### src/hw/rtl/cht_pkg.sv
// Shared types and constants for the chained hash table.
package cht_pkg;

    // Fixed field widths of the item and result words.
    localparam int KEY_W    = 31;
    localparam int PROBE_W  = 5;
    localparam int PROBE_MAX = 31;

    // Opcode values of an input word.
    localparam logic OP_INSERT = 1'b0;
    localparam logic OP_SEARCH = 1'b1;

    // Result status codes.
    typedef enum logic [1:0] {
        ST_INSERTED  = 2'd0,
        ST_FULL      = 2'd1,
        ST_FOUND     = 2'd2,
        ST_NOT_FOUND = 2'd3
    } t_status;

    // Saturate a probe count to the width of the result field.
    function automatic logic [PROBE_W-1:0] sat_probe(input logic [7:0] v);
        logic [PROBE_W-1:0] res;
        if (v > 8'(PROBE_MAX)) begin
            res = PROBE_W'(PROBE_MAX);
        end else begin
            res = v[PROBE_W-1:0];
        end
        return res;
    endfunction

endpackage

### src/hw/rtl/cht_key_mem.sv
// Key store: one write port and one registered read port.
module cht_key_mem
    import cht_pkg::*;
#(
    parameter int DEPTH = 160
) (
    input  logic                     i_clk,
    input  logic                     i_we,
    input  logic [$clog2(DEPTH)-1:0] i_waddr,
    input  logic [KEY_W-1:0]         i_wdata,
    input  logic [$clog2(DEPTH)-1:0] i_raddr,
    output logic [KEY_W-1:0]         o_rdata
);
    logic [KEY_W-1:0] r_mem [0:DEPTH-1];
    logic [KEY_W-1:0] r_rdata;

    always_ff @(posedge i_clk) begin
        if (i_we) begin
            r_mem[i_waddr] <= i_wdata;
        end
        r_rdata <= r_mem[i_raddr];
    end

    assign o_rdata = r_rdata;

endmodule

### config.mk
export PLATFORM = sky130hd
export DESIGN_NAME = cht_key_mem
export DESIGN_NICKNAME = d
export VERILOG_FILES = /design/src/hw/rtl/cht_pkg.sv /design/src/hw/rtl/cht_key_mem.sv
export SDC_FILE = /design/constraint.sdc
export NUM_CORES = 2
export LEC_CHECK = 0
export BUFFER_PORTS_ARGS = -buffer_cell sky130_fd_sc_hd__buf_2
export CAP_MARGIN = 5
export CORE_AREA = 3 3 654 656
export CTS_CLUSTER_SIZE = 12
export DETAILED_ROUTE_END_ITERATION = 8
export DIE_AREA = 0 0 657 659
export SLEW_MARGIN = 20
export SYNTH_ARGS = -nofsm -noshare
export SYNTH_HDL_FRONTEND = slang
export SYNTH_MEMORY_MAX_BITS = 65536
export SYNTH_SLANG_ARGS = --single-unit
### constraint.sdc
create_clock -name i_clk -period 4.4 [get_ports i_clk]
set_clock_uncertainty 0.15 [all_clocks]
set_input_delay 0.44 -clock i_clk [delete_from_list [all_inputs] [get_ports i_clk]]
set_output_delay 0.44 -clock i_clk [all_outputs]
set_load 0.02 [all_outputs]
==> metrics <==
DP Wirelength=316000 um; # IOs=80; worst-path maximum fanout=17; post-route core utilization=about half; biggest cell delay along the critical path=0.70 ns; Finished Layout Cells=15100; Crit. End Element=flip-flop; Nets=9102; num rows=around 240; final max-slew violation count=0; number of global-route vias before repair=slightly above 90000; DRT Pass-1 Iters=8; yosys warns=0; Die Footprint=roughly 430000 um2; Place WS=-0.0707 ns; Tcrit/Tclk final=80.1%; Longest Clk Path Bufs=4; post-route setup TNS=0 ns; Power Density=about 440 nW/um2; Leak Pwr=slightly below 70 nW; hold depth=3; Synth area leaders=edfxtp_1 78%, mux4_2 14%, mux2i_1 1.5%; core area=between 400000 and 500000 um2; layout cell share with drive strength beyond 1=29.8%; cell area after synthesis=~190000 um2; Sw Pwr=about 21 mW; remaining antenna violation count=0; crit-path most repeated cell=buf_4; fin area=217000 um2; residual DRC count=0; global-route wire length before repair=approximately 750000 um; Post-Syn Nets=between 8000 and 9000; DR vias/cell=~6.2; area delta synth->final=14.4%; drt initial violations=approximately 14000; DIE HEIGHT=between 600 and 700 um; Placement Cell Area=roughly 200000 um2; Power Internal=between 70 and 80 mW; cells after synthesis=just over 8000; antenna violations before repair=60; RePlAce Congestion=between 0.8 and 0.9; Reg2Reg Depth=8; CTS tree=built; Critical Path AT=~4.1 ns; Final Hold Vio Count=0; Post-synth top flop=edfxtp_1; Crit-path slowest cell=nand4_1; Flop pwr share=between 50% and 60%; H-tree levels=5; Crit Path Class=in2reg; RSZ-0062 raised after global routing=no; setup ws final=~0.87 ns; cell family with the largest share of critical-path delay=simple AND/OR/NAND/NOR gates; max frequency=around 0.28 GHz; GRT Total Usage=about 25%; average wire per standard cell=about 36 um; Worst VDD drop=~390 uV; smallest hold slack=0.0821 ns; Root Buffer=clkbuf_16; Post-Syn Area per Cell=between 20 and 25 um2; Skew-Pair Late Insertion Delay=about 1 ns; fillers=32700; register area share after synthesis=about four fifths; final setup vio count=0; placed insts=14200; Comb power frac=5.5%; minimum clock period=between 3 and 4 ns; status=finished clean; Worst slew margin=approximately 17%; chip width=between 600 and 700 um; FF+latch count, synth=approximately 5000; Starting Density=about 45%; synth unique cells=47; Yosys top cell area share=around four fifths; vias post-DR=94000; most common cell after layout, fill and taps aside=edfxtp_1; Total Power=95.9 mW; crit-path cells=dlygate4sd3_1 -> buf_2 -> nor2b_1 -> nand4_1 -> buf_4 -> nor2_4 -> buf_4; CTS Buf Count=a little under 500; gr ovfl total=0; most frequent cells in the layout=4960 x edfxtp_1, 1178 x mux4_2, 561 x buf_4; Port Buffers=approximately 80; Async S/R FF share, synth=0%; max-cap violations=0; Routed WL=542000 um; CP Launch Type=primary input; switching share of total power=21.7%; Crit path depth=7; cell accounting for the most synthesized area=edfxtp_1; pin count of the biggest net entering global routing=~120; CP Data Required Time=approximately 4.9 ns; EDFF count, synth=4960; worst-margin pin slew=about 1.2 ns; Reg clk slew, reported paths=around 0.06 ns; WP buf/inv=4; Hold Path Class=in2reg; clk sinks=4991; Clk network pwr share=approximately 40%; Post CTS Setup Buffer Count=0
==> tightest hold or removal path, cell delays in order <==
cell and delay [ns]:
buf_2 0.13, nand3_2 0.32, nor2_4 0.15
==> area by class of cell <==
cell class	instances	area, um2	area share, %
Multi-Input combinational cell	2806	39500	18.2
Clock buffer	686	13100	6.00
Sequential cell	4991	150000	68.8
Inverter	3	21.3	0.00978
Tap cell	5663	7090	3.26
Timing Repair Buffer	766	7010	3.23
Antenna cell	29	72.6	0.0334
Clock inverter	118	1040	0.477
==> per-layer routing <==
layer / up-vias / wire [um] / track usage, %
met5: - / 42 / 0
met4: 6 / 20900 / 8.55
met3: 783 / 48000 / 4.06
met2: 5036 / 260000 / 39.6
met1: 51200 / 213000 / 34.8
li1: 37000 / - / -
==> path summary, 6_finish.rpt <==
check              endpoint  slack [ns]          start
min reg2reg      o_rdata[9]        0.71  r_mem[147][9]
min          r_mem[126][19]        0.08     i_waddr[4]
max reg2reg     o_rdata[12]        0.91  r_mem[88][12]
max            r_mem[46][6]        0.87     i_waddr[1]
==> synthesized netlist by cell type (all sizes together), types with 48 or more instances <==
cell type  number
a2111oi        76
a21oi          62
a221oi         48
a22oi         130
buf           234
clkbuf        245
edfxtp       4960
mux2          115
mux2i         287
mux4         1178
nand2         159
nor2          201
nor2b          64
o21ai          87
o22ai         116
==> flip-flops by register name, summed over array words and instances, names as in the netlist <==
name     count
o_rdata     31
r_mem     4960
==> power by group through the flow <==
stage | logic, mW | registers (mW) | clock network, mW
2_1_floorplan | 2.37 | 53.5 | 0
3_3_place_gp | 5.16 | 53.5 | 0
3_5_place_dp | 5.25 | 53.5 | 0
4_1_cts | 5.29 | 52.5 | 38.6
5_1_grt | 5.48 | 52.5 | 40.5
6_report | 5.26 | 52.5 | 38.1
==> logic make-up (layout without fill, tap and decap cells) <==
logic type / Yosys count / in the layout / share of synthesized area, %
other cells: 0 / 29 / 0
flops: 4991 / 4991 / 78.7
mux: 1580 / 1580 / 16.2
buf+inv: 482 / 1573 / 1.26
simple gates: 558 / 558 / 1.38
compound gates: 668 / 668 / 2.48
==> what timing repair did <==
item,4_1_cts,5_1_grt
endpoints found under the hold margin,2213,0
resized for setup,0,0
hold buffers,34,0
(Power assumes the default switching activity.)
