--- src/hw/rtl/cht_pkg.sv ---
// Shared types and constants for the chained hash table.
package cht_pkg;

    // Fixed field widths of the item and result words.
    localparam int KEY_W    = 31;
    localparam int PROBE_W  = 5;
    localparam int PROBE_MAX = 31;

    // Opcode values of an input word.
    localparam logic OP_INSERT = 1'b0;
    localparam logic OP_SEARCH = 1'b1;

    // Result status codes.
    typedef enum logic [1:0] {
        ST_INSERTED  = 2'd0,
        ST_FULL      = 2'd1,
        ST_FOUND     = 2'd2,
        ST_NOT_FOUND = 2'd3
    } t_status;

    // Saturate a probe count to the width of the result field.
    function automatic logic [PROBE_W-1:0] sat_probe(input logic [7:0] v);
        logic [PROBE_W-1:0] res;
        if (v > 8'(PROBE_MAX)) begin
            res = PROBE_W'(PROBE_MAX);
        end else begin
            res = v[PROBE_W-1:0];
        end
        return res;
    endfunction

endpackage

--- src/hw/rtl/cht_mod.sv ---
// Bucket remainder unit: key modulo the bucket count from byte residue tables.
module cht_mod
    import cht_pkg::*;
#(
    parameter int NUM_BUCKETS = 10
) (
    input  logic                           i_clk,
    input  logic                           i_rst_n,
    input  logic                           i_start,
    input  logic [KEY_W-1:0]               i_key,
    output logic                           o_done,
    output logic [$clog2(NUM_BUCKETS)-1:0] o_rem
);
    localparam int BW = $clog2(NUM_BUCKETS);
    localparam int TW = 256 * BW;
    localparam logic [BW+1:0] M1 = (BW+2)'(NUM_BUCKETS);
    localparam logic [BW+1:0] M2 = (BW+2)'(2 * NUM_BUCKETS);
    localparam logic [BW+1:0] M3 = (BW+2)'(3 * NUM_BUCKETS);

    // Residue of every byte value at one byte position of the key, built at elaboration.
    function automatic logic [TW-1:0] byte_table(input int pos);
        logic [TW-1:0] t;
        int            w;
        w = 1;
        for (int i = 0; i < pos; i++) begin
            w = (w * 256) % NUM_BUCKETS;
        end
        t = '0;
        for (int v = 0; v < 256; v++) begin
            t[v*BW +: BW] = BW'((v * w) % NUM_BUCKETS);
        end
        return t;
    endfunction

    localparam logic [TW-1:0] T0 = byte_table(0);
    localparam logic [TW-1:0] T1 = byte_table(1);
    localparam logic [TW-1:0] T2 = byte_table(2);
    localparam logic [TW-1:0] T3 = byte_table(3);

    logic [31:0]     w_key_pad;
    logic [BW-1:0]   w_res0;
    logic [BW-1:0]   w_res1;
    logic [BW-1:0]   w_res2;
    logic [BW-1:0]   w_res3;
    logic [BW+1:0]   w_sum;
    logic [BW+1:0]   r_sum;
    logic [BW-1:0]   r_rem;
    logic            r_busy;
    logic            r_done;
    logic [BW+1:0]   w_next;

    // First step: each key byte maps to its residue, and the four residues are summed.
    assign w_key_pad = {1'b0, i_key};
    assign w_res0    = T0[int'(w_key_pad[7:0]) * BW +: BW];
    assign w_res1    = T1[int'(w_key_pad[15:8]) * BW +: BW];
    assign w_res2    = T2[int'(w_key_pad[23:16]) * BW +: BW];
    assign w_res3    = T3[int'(w_key_pad[31:24]) * BW +: BW];
    assign w_sum     = (BW+2)'(w_res0) + (BW+2)'(w_res1) + (BW+2)'(w_res2)
                     + (BW+2)'(w_res3);

    // Second step: the sum stays below four times the divisor, so one compare
    // and subtract step leaves the remainder.
    always_comb begin
        if (r_sum >= M3) begin
            w_next = r_sum - M3;
        end else if (r_sum >= M2) begin
            w_next = r_sum - M2;
        end else if (r_sum >= M1) begin
            w_next = r_sum - M1;
        end else begin
            w_next = r_sum;
        end
    end

    // Control of the two steps.
    always_ff @(posedge i_clk) begin
        if (!i_rst_n) begin
            r_busy <= 1'b0;
            r_done <= 1'b0;
        end else begin
            r_busy <= i_start;
            r_done <= r_busy;
        end
    end

    // Datapath of the residue sum and the remainder.
    always_ff @(posedge i_clk) begin
        if (i_start) begin
            r_sum <= w_sum;
        end
        if (r_busy) begin
            r_rem <= w_next[BW-1:0];
        end
    end

    assign o_done = r_done;
    assign o_rem  = r_rem;

endmodule

--- config.mk ---
export PLATFORM = sky130hd
export DESIGN_NAME = cht_mod
export DESIGN_NICKNAME = d
export VERILOG_FILES = /design/src/hw/rtl/cht_pkg.sv /design/src/hw/rtl/cht_mod.sv
export SDC_FILE = /design/constraint.sdc
export NUM_CORES = 1
export LEC_CHECK = 0
export ABC_AREA = 1
export BUFFER_PORTS_ARGS = -buffer_cell sky130_fd_sc_hd__buf_2
export CAP_MARGIN = 20
export CORE_MARGIN = 3
export CORE_UTILIZATION = 45
export CTS_CLUSTER_SIZE = 16
export DETAILED_ROUTE_END_ITERATION = 16
export SYNTH_ARGS = -nofsm -noshare
export SYNTH_HDL_FRONTEND = slang
export SYNTH_SLANG_ARGS = --single-unit
--- constraint.sdc ---
create_clock -name i_clk -period 10.5 [get_ports i_clk]
set_clock_uncertainty 0.2 [all_clocks]
set_input_delay 1.05 -clock i_clk [delete_from_list [all_inputs] [get_ports i_clk]]
set_output_delay 1.05 -clock i_clk [all_outputs]
set_load 0.005 [all_outputs]
==> flow_summary.json <==
{
  "reg2regPathDepth": 8,
  "async_reset_ff_share_pct": 0,
  "grt_max_degree": 20,
  "p_seq_share_pct": 23.7,
  "cts_tree": "yes",
  "required_ns": 10.28,
  "intPower_w": 0.000196,
  "synthDistinctLibCells": 31,
  "vias_per_cell": 5.35,
  "antenna_found_initial": 0,
  "synth_nets": 690,
  "routabilityCongestion": 0.852,
  "clk_latency_ns": 0.23,
  "whs_endpoint": "o_rem[0]",
  "post_cts_buffers": 0,
  "synth-edff-count": 10,
  "holdPathStages": 0,
  "start_util_pct": 46.8,
  "cts_buffers": 3,
  "port_buffers": 38,
  "leakage_nw": 1.94,
  "yosysWarnings": 0,
  "die_h_um": 93.3,
  "die_area_mm2": 0.00871,
  "syn_area_per_cell_um2": 5.54,
  "grt_usage_pct": 18.7,
  "area_growth_pct": 6.20,
  "power_density_mw_per_mm2": 101,
  "cts.sinks": 12,
  "design_area_mm2": 0.00365,
  "slew_violations": 0,
  "synth_seq_area_share_pct": 9.91,
  "placed_area_mm2": 0.00359,
  "grt.overflow.total": 0,
  "worst-r2r-setup-slack_ns": 8.53,
  "rsz0062_at_grt": "false",
  "drc": 0,
  "drtPass1Iterations": 7,
  "synth_seq_cells": 12,
  "drive_gt1_share_pct": 8.50,
  "wl_per_cell_um": 11.0,
  "p_clk_share_pct": 12.8,
  "tns_ns": 0,
  "min_period_ns": 4.57,
  "crit_path_start_kind": "input port",
  "cp_data_arrival_time_ns": 4.35,
  "path_clk_slew_ns": 0.05,
  "slew_headroom_pct": 72.1,
  "grt_pass1_wl_mm": 14.1,
  "dp_hpwl_mm": 6.77,
  "p_sw_w": 0.000173,
  "regToRegEndpoint": "o_rem[3]",
  "num_rows": 31,
  "ys.flop_type": "edfxtp_1",
  "pin_count": 39,
  "cts_hold_buffers": 0,
  "worst_pin_slew_ns": 0.418,
  "grt_pass1_vias": 3392,
  "hold_viol": 0,
  "hp-start": "r_sum[0]",
  "rr_startpoint": "r_sum[2]",
  "path_class": "input port to register",
  "initialDrtViolationCount": 196,
  "vias": 3926,
  "vdd_drop_max_v": 0.0000414,
  "finalCritPeriodShare_pct": 43.6,
  "die_w_um": 93.3,
  "fin_nets": 706,
  "utilization_pct": 49.7,
  "setup_viol": 0,
  "wl_mm": 8.09,
  "cts_resized": 0,
  "combPwrFrac_pct": 63.5,
  "diodes": 0,
  "htreeDepth": 1,
  "cts_root_buf": "clkbuf_8",
  "cp_max_fo": 6,
  "max_freq_mhz": 219,
  "cts.path.max_buffers": 2,
  "drtAntennaViolNets": 0,
  "synthCells": 620,
  "core-area_mm2": 0.00733,
  "whs_ns": 0.293,
  "hp-class": "register to register",
  "switching_share_pct": 46.9,
  "end_kind": "register",
  "drv_cap": 0,
  "status": "finished clean",
  "fill_cells": 804,
  "syn_area_mm2": 0.00343
}
## flip-flops by register name, indices dropped and copies added (netlist names)
register,count
o_rem,4
r_sum,6
o_done,1
r_busy,1
## cells by family after synthesis
family	synth area share [%]
xor+xnor	0.510
buf+inv	12.1
flops	9.91
simple gates	51.6
compound gates	11.1
fa+ha+maj	14.4
mux	0.292
## metrics by stage
step	cells	power (W)	worst slack (ns)
after floorplan	620	0.000269	6.12
after global placement	730	0.000316	5.82
after detailed placement	730	0.000322	5.69
after CTS	734	0.000372	5.93
after global routing	734	0.000417	5.62
final	734	0.000368	5.93
## cells in the final DEF, fill, tap and decap left out, drive strengths merged, types with 2 or more instances in the layout
master,count
nand3b,2
inv,67
o211ai,9
or2,2
fa,6
clkbuf,4
dfxtp,2
ha,30
edfxtp,10
clkinv,2
nand3,189
o21ai,38
nand2,185
nor2,25
a21oi,19
buf,38
## power by group through the flow
stage	logic, W	clock network [W]	registers (W)
CTS	0.000236	0.0000486	0.0000873
detailed placement	0.000234	0	0.0000882
finish	0.000234	0.0000472	0.0000873
global placement	0.000228	0	0.0000882
global route	0.000276	0.0000510	0.0000894
floorplan	0.000183	0	0.0000858
## Yosys cell counts (2+ instances only)
library cell,instances,area [µm²]
nand3_1,189,946
nand2_1,183,687
inv_1,61,229
o21ai_0,33,165
ha_1,30,375
nor2_1,25,93.8
a21oi_1,18,90.1
buf_2,14,70.1
edfxtp_1,10,300
o211ai_1,9,67.6
fa_1,6,120
inv_2,6,22.5
clkbuf_1,4,15.0
o21ai_1,4,20.0
buf_4,3,22.5
buf_6,3,33.8
clkbuf_2,3,15.0
clkinv_1,2,7.51
dfxtp_1,2,40.0
nand2_2,2,12.5
nand3b_1,2,15.0
or2_2,2,12.5
## metal layers
metal / share of wire (%) / global-route usage, % / up-vias
met5: 0 / 0 / -
met2: 47 / 32.9 / 87
met3: 3.9 / 1.21 / 2
met4: 0.28 / 2.20 / 0
met1: 49 / 25.7 / 1745
li1: - / - / 2092
## cell type report
type	instances	area [µm²]	area share [%]
multi-input combinational	512	2680	73.4
sequential	12	340	9.33
inverter	69	259	7.10
timing repair buffer	38	190	5.22
tap	99	124	3.40
clock buffer	4	55.1	1.51
## worst max-delay path by stage
stage	start	end	slack (ns)
detailed placement	i_key[1]	r_sum[4]	5.69
CTS	i_key[1]	r_sum[4]	5.93
finish	i_key[2]	r_sum[4]	5.93
global route	i_key[1]	r_sum[4]	5.62
global placement	i_key[2]	r_sum[4]	5.82
floorplan	i_key[2]	r_sum[4]	6.12
## critical path, stage by stage
cell and delay, ns:
buf_2 0.13, inv_1 0.14, ha_1 0.28, inv_1 0.08, nand2_1 0.06, o21ai_1 0.12
nand2_1 0.07, o21ai_0 0.10, nand2_1 0.07, o21ai_1 0.09, nand2_1 0.06, nand3_1 0.07
nand2_1 0.09, fa_1 0.54, inv_1 0.05, fa_1 0.54, inv_1 0.04, ha_1 0.22
fa_1 0.38, xor2_1 0.15
No activity file was read; power rests on OpenSTA's default activity.
