### src/hw/rtl/cht_pkg.sv
// Shared types and constants for the chained hash table.
package cht_pkg;

    // Fixed field widths of the item and result words.
    localparam int KEY_W    = 31;
    localparam int PROBE_W  = 5;
    localparam int PROBE_MAX = 31;

    // Opcode values of an input word.
    localparam logic OP_INSERT = 1'b0;
    localparam logic OP_SEARCH = 1'b1;

    // Result status codes.
    typedef enum logic [1:0] {
        ST_INSERTED  = 2'd0,
        ST_FULL      = 2'd1,
        ST_FOUND     = 2'd2,
        ST_NOT_FOUND = 2'd3
    } t_status;

    // Saturate a probe count to the width of the result field.
    function automatic logic [PROBE_W-1:0] sat_probe(input logic [7:0] v);
        logic [PROBE_W-1:0] res;
        if (v > 8'(PROBE_MAX)) begin
            res = PROBE_W'(PROBE_MAX);
        end else begin
            res = v[PROBE_W-1:0];
        end
        return res;
    endfunction

endpackage

### src/hw/rtl/cht_len_mem.sv
// Chain length store with per-bucket valid bits, so reset empties every chain.
module cht_len_mem
    import cht_pkg::*;
#(
    parameter int NUM_BUCKETS = 10,
    parameter int CHAIN_DEPTH = 16
) (
    input  logic                               i_clk,
    input  logic                               i_rst_n,
    input  logic                               i_we,
    input  logic [$clog2(NUM_BUCKETS)-1:0]     i_waddr,
    input  logic [$clog2(CHAIN_DEPTH+1)-1:0]   i_wdata,
    input  logic [$clog2(NUM_BUCKETS)-1:0]     i_raddr,
    output logic [$clog2(CHAIN_DEPTH+1)-1:0]   o_rdata
);
    localparam int LW = $clog2(CHAIN_DEPTH + 1);

    logic [LW-1:0]          r_mem [0:NUM_BUCKETS-1];
    logic [NUM_BUCKETS-1:0] r_valid;
    logic [LW-1:0]          r_rdata;
    logic                   r_rvalid;

    // Valid bits: cleared at reset, set by the first write to a bucket.
    always_ff @(posedge i_clk) begin
        if (!i_rst_n) begin
            r_valid  <= '0;
            r_rvalid <= 1'b0;
        end else begin
            if (i_we) begin
                r_valid[i_waddr] <= 1'b1;
            end
            r_rvalid <= r_valid[i_raddr];
        end
    end

    // Storage array and registered read.
    always_ff @(posedge i_clk) begin
        if (i_we) begin
            r_mem[i_waddr] <= i_wdata;
        end
        r_rdata <= r_mem[i_raddr];
    end

    // A bucket never written reads as an empty chain.
    assign o_rdata = r_rvalid ? r_rdata : '0;

endmodule

### config.mk
export PLATFORM = sky130hd
export DESIGN_NAME = cht_len_mem
export DESIGN_NICKNAME = d
export VERILOG_FILES = /design/src/hw/rtl/cht_pkg.sv /design/src/hw/rtl/cht_len_mem.sv
export SDC_FILE = /design/constraint.sdc
export NUM_CORES = 1
export LEC_CHECK = 0
export ABC_AREA = 0
export BUFFER_PORTS_ARGS = -buffer_cell sky130_fd_sc_hd__clkbuf_2
export CAP_MARGIN = 20
export CORE_MARGIN = 5
export CORE_UTILIZATION = 40
export DETAILED_ROUTE_END_ITERATION = 8
export PLACE_DENSITY = 0.66
export SLEW_MARGIN = 20
export SYNTH_ARGS = -nofsm -noshare
export SYNTH_HDL_FRONTEND = slang
export SYNTH_SLANG_ARGS = --single-unit
### constraint.sdc
create_clock -name i_clk -period 2.08 [get_ports i_clk]
set_input_delay 0.416 -clock i_clk [delete_from_list [all_inputs] [get_ports i_clk]]
set_output_delay 0.416 -clock i_clk [all_outputs]
set_load 0.01 [all_outputs]
==> flow_metrics.tcl, run 1 <==
set metrics [dict create \
    status "complete, no violations" \
    reg2reg_to "r_rvalid" \
    cp_top_family "multiplexers" \
    port_buffers 20 \
    place_inst 239 \
    hold_class "in -> reg" \
    crit_required_ns 2.30 \
    synth.distinct_cells 25 \
    final_nets 191 \
    worst_slew_pin_slew_ns 0.549 \
    rsz0062_at_grt "false" \
    max_freq_ghz 0.684 \
    crit_arrival_ns 1.68 \
    ctsHoldBuffers 0 \
    holdWs_ns 0.404 \
    yosys.area.top_type "edfxtp_1" \
    gp_congestion 0.733 \
    overflow 0 \
    cts_tree "done" \
    yosys-top-cells-area "edfxtp_1 60%, dfxtp_1 13%, mux4_2 8.1%, mux2i_1 3.2%, o21a_1 3.0%" \
    initial_core_util 0.419 \
    yosysWarningCount 0 \
    grt_start_max_net_pins 15 \
    fin_skew_ns 0.00512 \
    die_h_um 89.2 \
    syn_area_um2 2510 \
    reg2reg_slack_ns 0.78 \
    path_class "in -> reg" \
    via_per_inst 5.13 \
    slew_headroom 0.633 \
    period_minus_slack_ns 1.46 \
    p_per_area_nw_per_um2 878 \
    reg2reg_from "r_valid[3]" \
    r2r.worst_path.cells 3 \
    wl_per_cell_um 17.0 \
    antenna_found_initial 0 \
    core_um2 5990 \
    cp_slowest_cell "mux4_1" \
    num_vias 1307 \
    seq_area_um2 1820 \
    synthesis.nets 154 \
    crit_fanout 7 \
    ys_ff_latch 66 \
    stdcell_count 255 \
    cts_htree_levels 3 \
    dr.pass1.iters 4 \
    ant_nets 0 \
    clk_latency_ns 0.33 \
    grt_pass1_vias 1390 \
    syn_avg_cell_area_um2 18.2 \
    layout-drive-gt1-share 0.289 \
    critPathBufInv 2 \
    post-cts-setup-buffers 0 \
    end_kind "register" \
    final-max-slew-violation-count 0 \
    die_area_um2 7950 \
    max_stage_delay_ns 0.56 \
    ys_seq_area_frac 0.727 \
    insertedDiodeCount 0 \
    syn2layout_area_growth_pct 17.0 \
    die_width_um 89.2 \
    power_leakage_nw 1.05 \
    drtIter0Drc 69 \
    multi_input_area_um2 642 \
    drt-total-wl_um 4340 \
    dp_hpwl_um 3210 \
    grt_pass1_wl_um 7070 \
    synthDominantCellAreaShare 0.599 \
    startpoint_type "input port" \
    setup_viol 0 \
    path_depth 5 \
    cts_root_buf "clkbuf_8" \
    fin_tns_setup_ns 0 \
    ioPinCount 21 \
    cts-resized-gates 0 \
    rows 28 \
    synthCells 138 \
    post-route-drc-count 0 \
    max-vdd-ir-drop_uv 462 \
    n_fill_cell 506 \
    clkSinkCount 66 \
    clock_path_buffers 2 \
    endpoint "r_rdata[1]" \
    fin_crit_sh 0.703 \
    clk_pin_slew_worst_paths_ns 0.07 \
    cts_buffers 9 \
    critPathLaunch "i_raddr[0]" \
    cap_violations 0 \
    hold_viol 0 \
    crit_path_cell_trace "clkbuf_2 > buf_12 > mux4_1 > a22oi_1 > o21ai_1" \
    track_usage 0.127 \
]
-- flip-flops by register name (all words and copies together), names as in the netlist --
| register | flops |
|---|---|
| r_valid | 10 |
| r_rdata | 5 |
| r_rvalid | 1 |
| r_mem | 50 |
-- through the flow --
stage	util	cell area (um^2)	setup slack [ns]	power (mW)
after floorplan	-	2510	0.325	1.57
after global placement	0.459	2750	0.308	1.62
after detailed placement	0.459	2750	0.261	1.63
after CTS	0.490	2930	0.621	2.60
after global routing	0.490	2930	0.527	2.67
final	0.490	2930	0.618	2.58
-- worst reg2reg max path, delay by kind of cell (launching register included) --
family	cells	cell delay (ns)
AO/OA/AOI/OAI	2	0.40
multiplexers	1	0.48
flip-flops	1	0.31
-- logic make-up after synthesis --
kind of cell           Yosys count  share of synthesized area
muxes                           19                      0.134
AOI/OAI and AO/OA               22                     0.0624
and+or+nand+nor                 26                     0.0599
DFF                             66                      0.727
buffers and inverters            5                     0.0175
-- layout make-up --
| type | instances | share of cell area |
|---|---|---|
| Clock buffer | 14 | 0.0593 |
| Timing Repair Buffer | 30 | 0.0640 |
| Inverter | 1 | 0.00128 |
| Clock inverter | 2 | 0.00341 |
| Tap cell | 75 | 0.0320 |
| Sequential cell | 66 | 0.621 |
| Multi-Input combinational cell | 67 | 0.219 |
-- synthesized netlist by cell type --
cell type  number
nand3b_1        1
a2bb2oi_1       1
buf_12          1
buf_2           1
inv_1           1
nor4_1          3
a41o_1          1
and2_1          5
mux4_1          2
nor2_1          7
edfxtp_1       50
mux2i_1         8
nand2_1         2
mux4_2          9
clkbuf_1        1
nor2b_1         2
o21ai_1         5
nor4b_1         2
nand3_1         1
a22oi_1         5
nand2b_1        1
o21a_1         10
or3b_1          2
dfxtp_1        16
buf_6           1
-- placed cells by master (no fill, tap or decap), drive strengths merged, types with 3 or more instances in the layout --
cell    count
buf        10
o21ai       5
dfxtp      16
mux4       11
o21a       10
nor4        3
nor2        7
a22oi       5
clkbuf     34
and2        5
edfxtp     50
mux2i       8
-- per-layer routing --
layer,track usage,vias up,routed length (um)
met1,0.141,646,1790
met2,0.212,18,2250
met4,0.0893,0,132
li1,-,631,-
met3,0.0313,12,167
met5,0,-,0
-- power by group --
| group | leakage, nW | switching (mW) | internal (mW) | total [mW] |
|---|---|---|---|---|
| combinational | 0.372 | 0.0747 | 0.0636 | 0.138 |
| clock | 0.0956 | 0.444 | 0.535 | 0.979 |
| sequential | 0.583 | 0.00850 | 1.45 | 1.46 |
| total | 1.05 | 0.527 | 2.05 | 2.58 |
-- worst min-delay path by stage --
stage,startpoint,to,cells past startpoint
floorplan,r_valid[2],r_valid[2],1
global placement,r_valid[0],r_valid[0],1
detailed placement,r_valid[0],r_valid[0],1
CTS,i_wdata[1],r_mem[5][1],1
global route,i_wdata[1],r_mem[5][1],1
finish,i_wdata[1],r_mem[5][1],1
Power figures use the tool's default switching activity.
==> run 2, diff against run 1 <==
--- a/config.mk
+++ b/config.mk
@@ -11,7 +11,7 @@
 export CORE_MARGIN = 5
 export CORE_UTILIZATION = 40
 export DETAILED_ROUTE_END_ITERATION = 8
-export PLACE_DENSITY = 0.66
+export PLACE_DENSITY = 0.68
 export SLEW_MARGIN = 20
 export SYNTH_ARGS = -nofsm -noshare
 export SYNTH_HDL_FRONTEND = slang
==> constraint.sdc (replaced) <==
create_clock -name i_clk -period 1.25 [get_ports i_clk]
set_input_delay 0.25 -clock i_clk [delete_from_list [all_inputs] [get_ports i_clk]]
set_output_delay 0.25 -clock i_clk [all_outputs]
set_load 0.01 [all_outputs]
==> run 2 against run 1 <==
Against the previous run:
- the run now ends with negative setup slack left
- core utilization grew 4.2 points
- critical path depth decreased by 2
- non-clock buffer count is 16 higher
- clock skew up 0.0023 ns
- register-to-register slack lost 0.84 ns
- hold slack lost 0.15 ns
- via count grew 7.1%
- final cell count increased by 6.3%
- sequential power up 66%
- worst setup slack worse by 0.67 ns
- count of clock-buffer cells in the layout did not move
==> flow_metrics.tcl, run 2 (same netlist as run 1, synthesis figures left out) <==
set metrics [dict create \
    cts_htree_levels 3 \
    layout_commonest_cell "edfxtp_1" \
    via_per_inst 5.17 \
    cts_root_buf "clkbuf_8" \
    placed_area_um2 2910 \
    overflow 0 \
    max_freq_ghz 0.766 \
    clkSinkCount 66 \
    initial_core_util 0.419 \
    seq_area_um2 1830 \
    core_um2 5990 \
    ant_nets 0 \
    clk_pin_slew_worst_paths_ns 0.07 \
    cts_tree "done" \
    port_buffers 20 \
    status "finished, violations left" \
    top_regs "r_mem (50), r_valid (10), r_rdata (5)" \
    startpoint_type "register" \
    cap_violations 0 \
    grt_pass1_vias 1501 \
    period_minus_slack_ns 1.31 \
    syn2layout_area_growth_pct 26.9 \
    wl_per_cell_um 17.4 \
    crit_arrival_ns 1.51 \
    hold_viol 0 \
    rows 28 \
    hold_class "in -> reg" \
    insertedDiodeCount 0 \
    die_area_um2 7950 \
    final_area_um2 3180 \
    final_cell_mix "50 x edfxtp_1, 24 x buf_4, 15 x clkbuf_2" \
    power_leakage_nw 1.16 \
    p_per_area_nw_per_um2 1420 \
    path_class "reg -> reg" \
    place_inst 255 \
    stdcell_count 271 \
    gp_congestion 0.746 \
    ioPinCount 21 \
    ctsHoldBuffers 0 \
    clock_path_buffers 2 \
    end_kind "register" \
    dr.pass1.iters 4 \
    die_h_um 89.2 \
    final_nets 207 \
    layout-drive-gt1-share 0.449 \
    crit_required_ns 1.46 \
    worst_slew_pin_slew_ns 0.460 \
    grt_pass1_wl_um 7650 \
    cts_buffers 9 \
    post-route-drc-count 0 \
    final-max-slew-violation-count 0 \
    track_usage 0.138 \
    drtIter0Drc 72 \
    grt_start_max_net_pins 15 \
    antenna_found_initial 0 \
    fin_crit_sh 1.04 \
    setup_ws_ns -0.0558 \
    failed_checks "negative setup slack" \
    top_register "r_mem" \
    min_path_cells 1 \
    fin_skew_ns 0.00744 \
    r2r.worst_path.cells 3 \
    largest_reg_flops 50 \
    crit_fanout 1 \
    slew_headroom 0.692 \
    utilization 0.531 \
    holdWs_ns 0.250 \
    setup_viol 1 \
    dp_hpwl_um 3430 \
    num_vias 1400 \
    clk_latency_ns 0.34 \
    drt-total-wl_um 4700 \
    rsz0062_at_grt "true" \
    die_width_um 89.2 \
    max-vdd-ir-drop_uv 1060 \
    finalPower_mw 4.53 \
    multi_input_area_um2 698 \
    n_fill_cell 497 \
]
## run 2: worst max-delay path: stages, from the launching register on
cell,delay [ns]
edfxtp_1,0.37
mux4_2,0.48
a22oi_1,0.21
o21ai_1,0.13
## run 2: timing repair
action,in CTS,in global routing
pin swaps,3,3
buffers inserted,0,0
setup endpoints to repair,8,11
gates resized for setup,3,21
## run 2: area by class of cell
| cell class | count | share of cell area |
|---|---|---|
| multi-input cells | 67 | 0.219 |
| flip-flops and latches | 66 | 0.574 |
| clock buffers | 14 | 0.0543 |
| repair buffers | 46 | 0.110 |
| clock inverters | 2 | 0.0110 |
| inverters | 1 | 0.00118 |
| well taps | 75 | 0.0295 |
## run 2: path summary, 6_finish.rpt
check / from / end / slack, ns
worst max-delay path: r_mem[7][1] / r_rdata[1] / -0.06
worst min-delay path: i_wdata[2] / r_mem[4][2] / 0.25
worst max register to register: r_mem[7][1] / r_rdata[1] / -0.06
worst min register to register: r_valid[3] / r_valid[3] / 0.46
## run 2: through the flow
step | setup TNS, ns | worst slack, ns
floorplan | -1.12 | -0.0812
global placement | -4.32 | -0.261
detailed placement | -5.73 | -0.260
CTS | 0 | 0.000417
global route | -0.200 | -0.0930
finish | -0.0558 | -0.0558
## run 2: power breakdown
group / internal, mW / switching (mW)
clock network: 1.08 / 0.726
registers: 2.41 / 0.0174
logic: 0.147 / 0.144
total: 3.64 / 0.887
## run 2: routing by layer
metal / GRT usage / part of all wire / vias up
met4: 0.0650 / 0.011 / 0
met1: 0.165 / 0.42 / 686
met5: 0 / 0 / -
met3: 0.0618 / 0.065 / 6
met2: 0.213 / 0.50 / 52
li1: - / - / 656
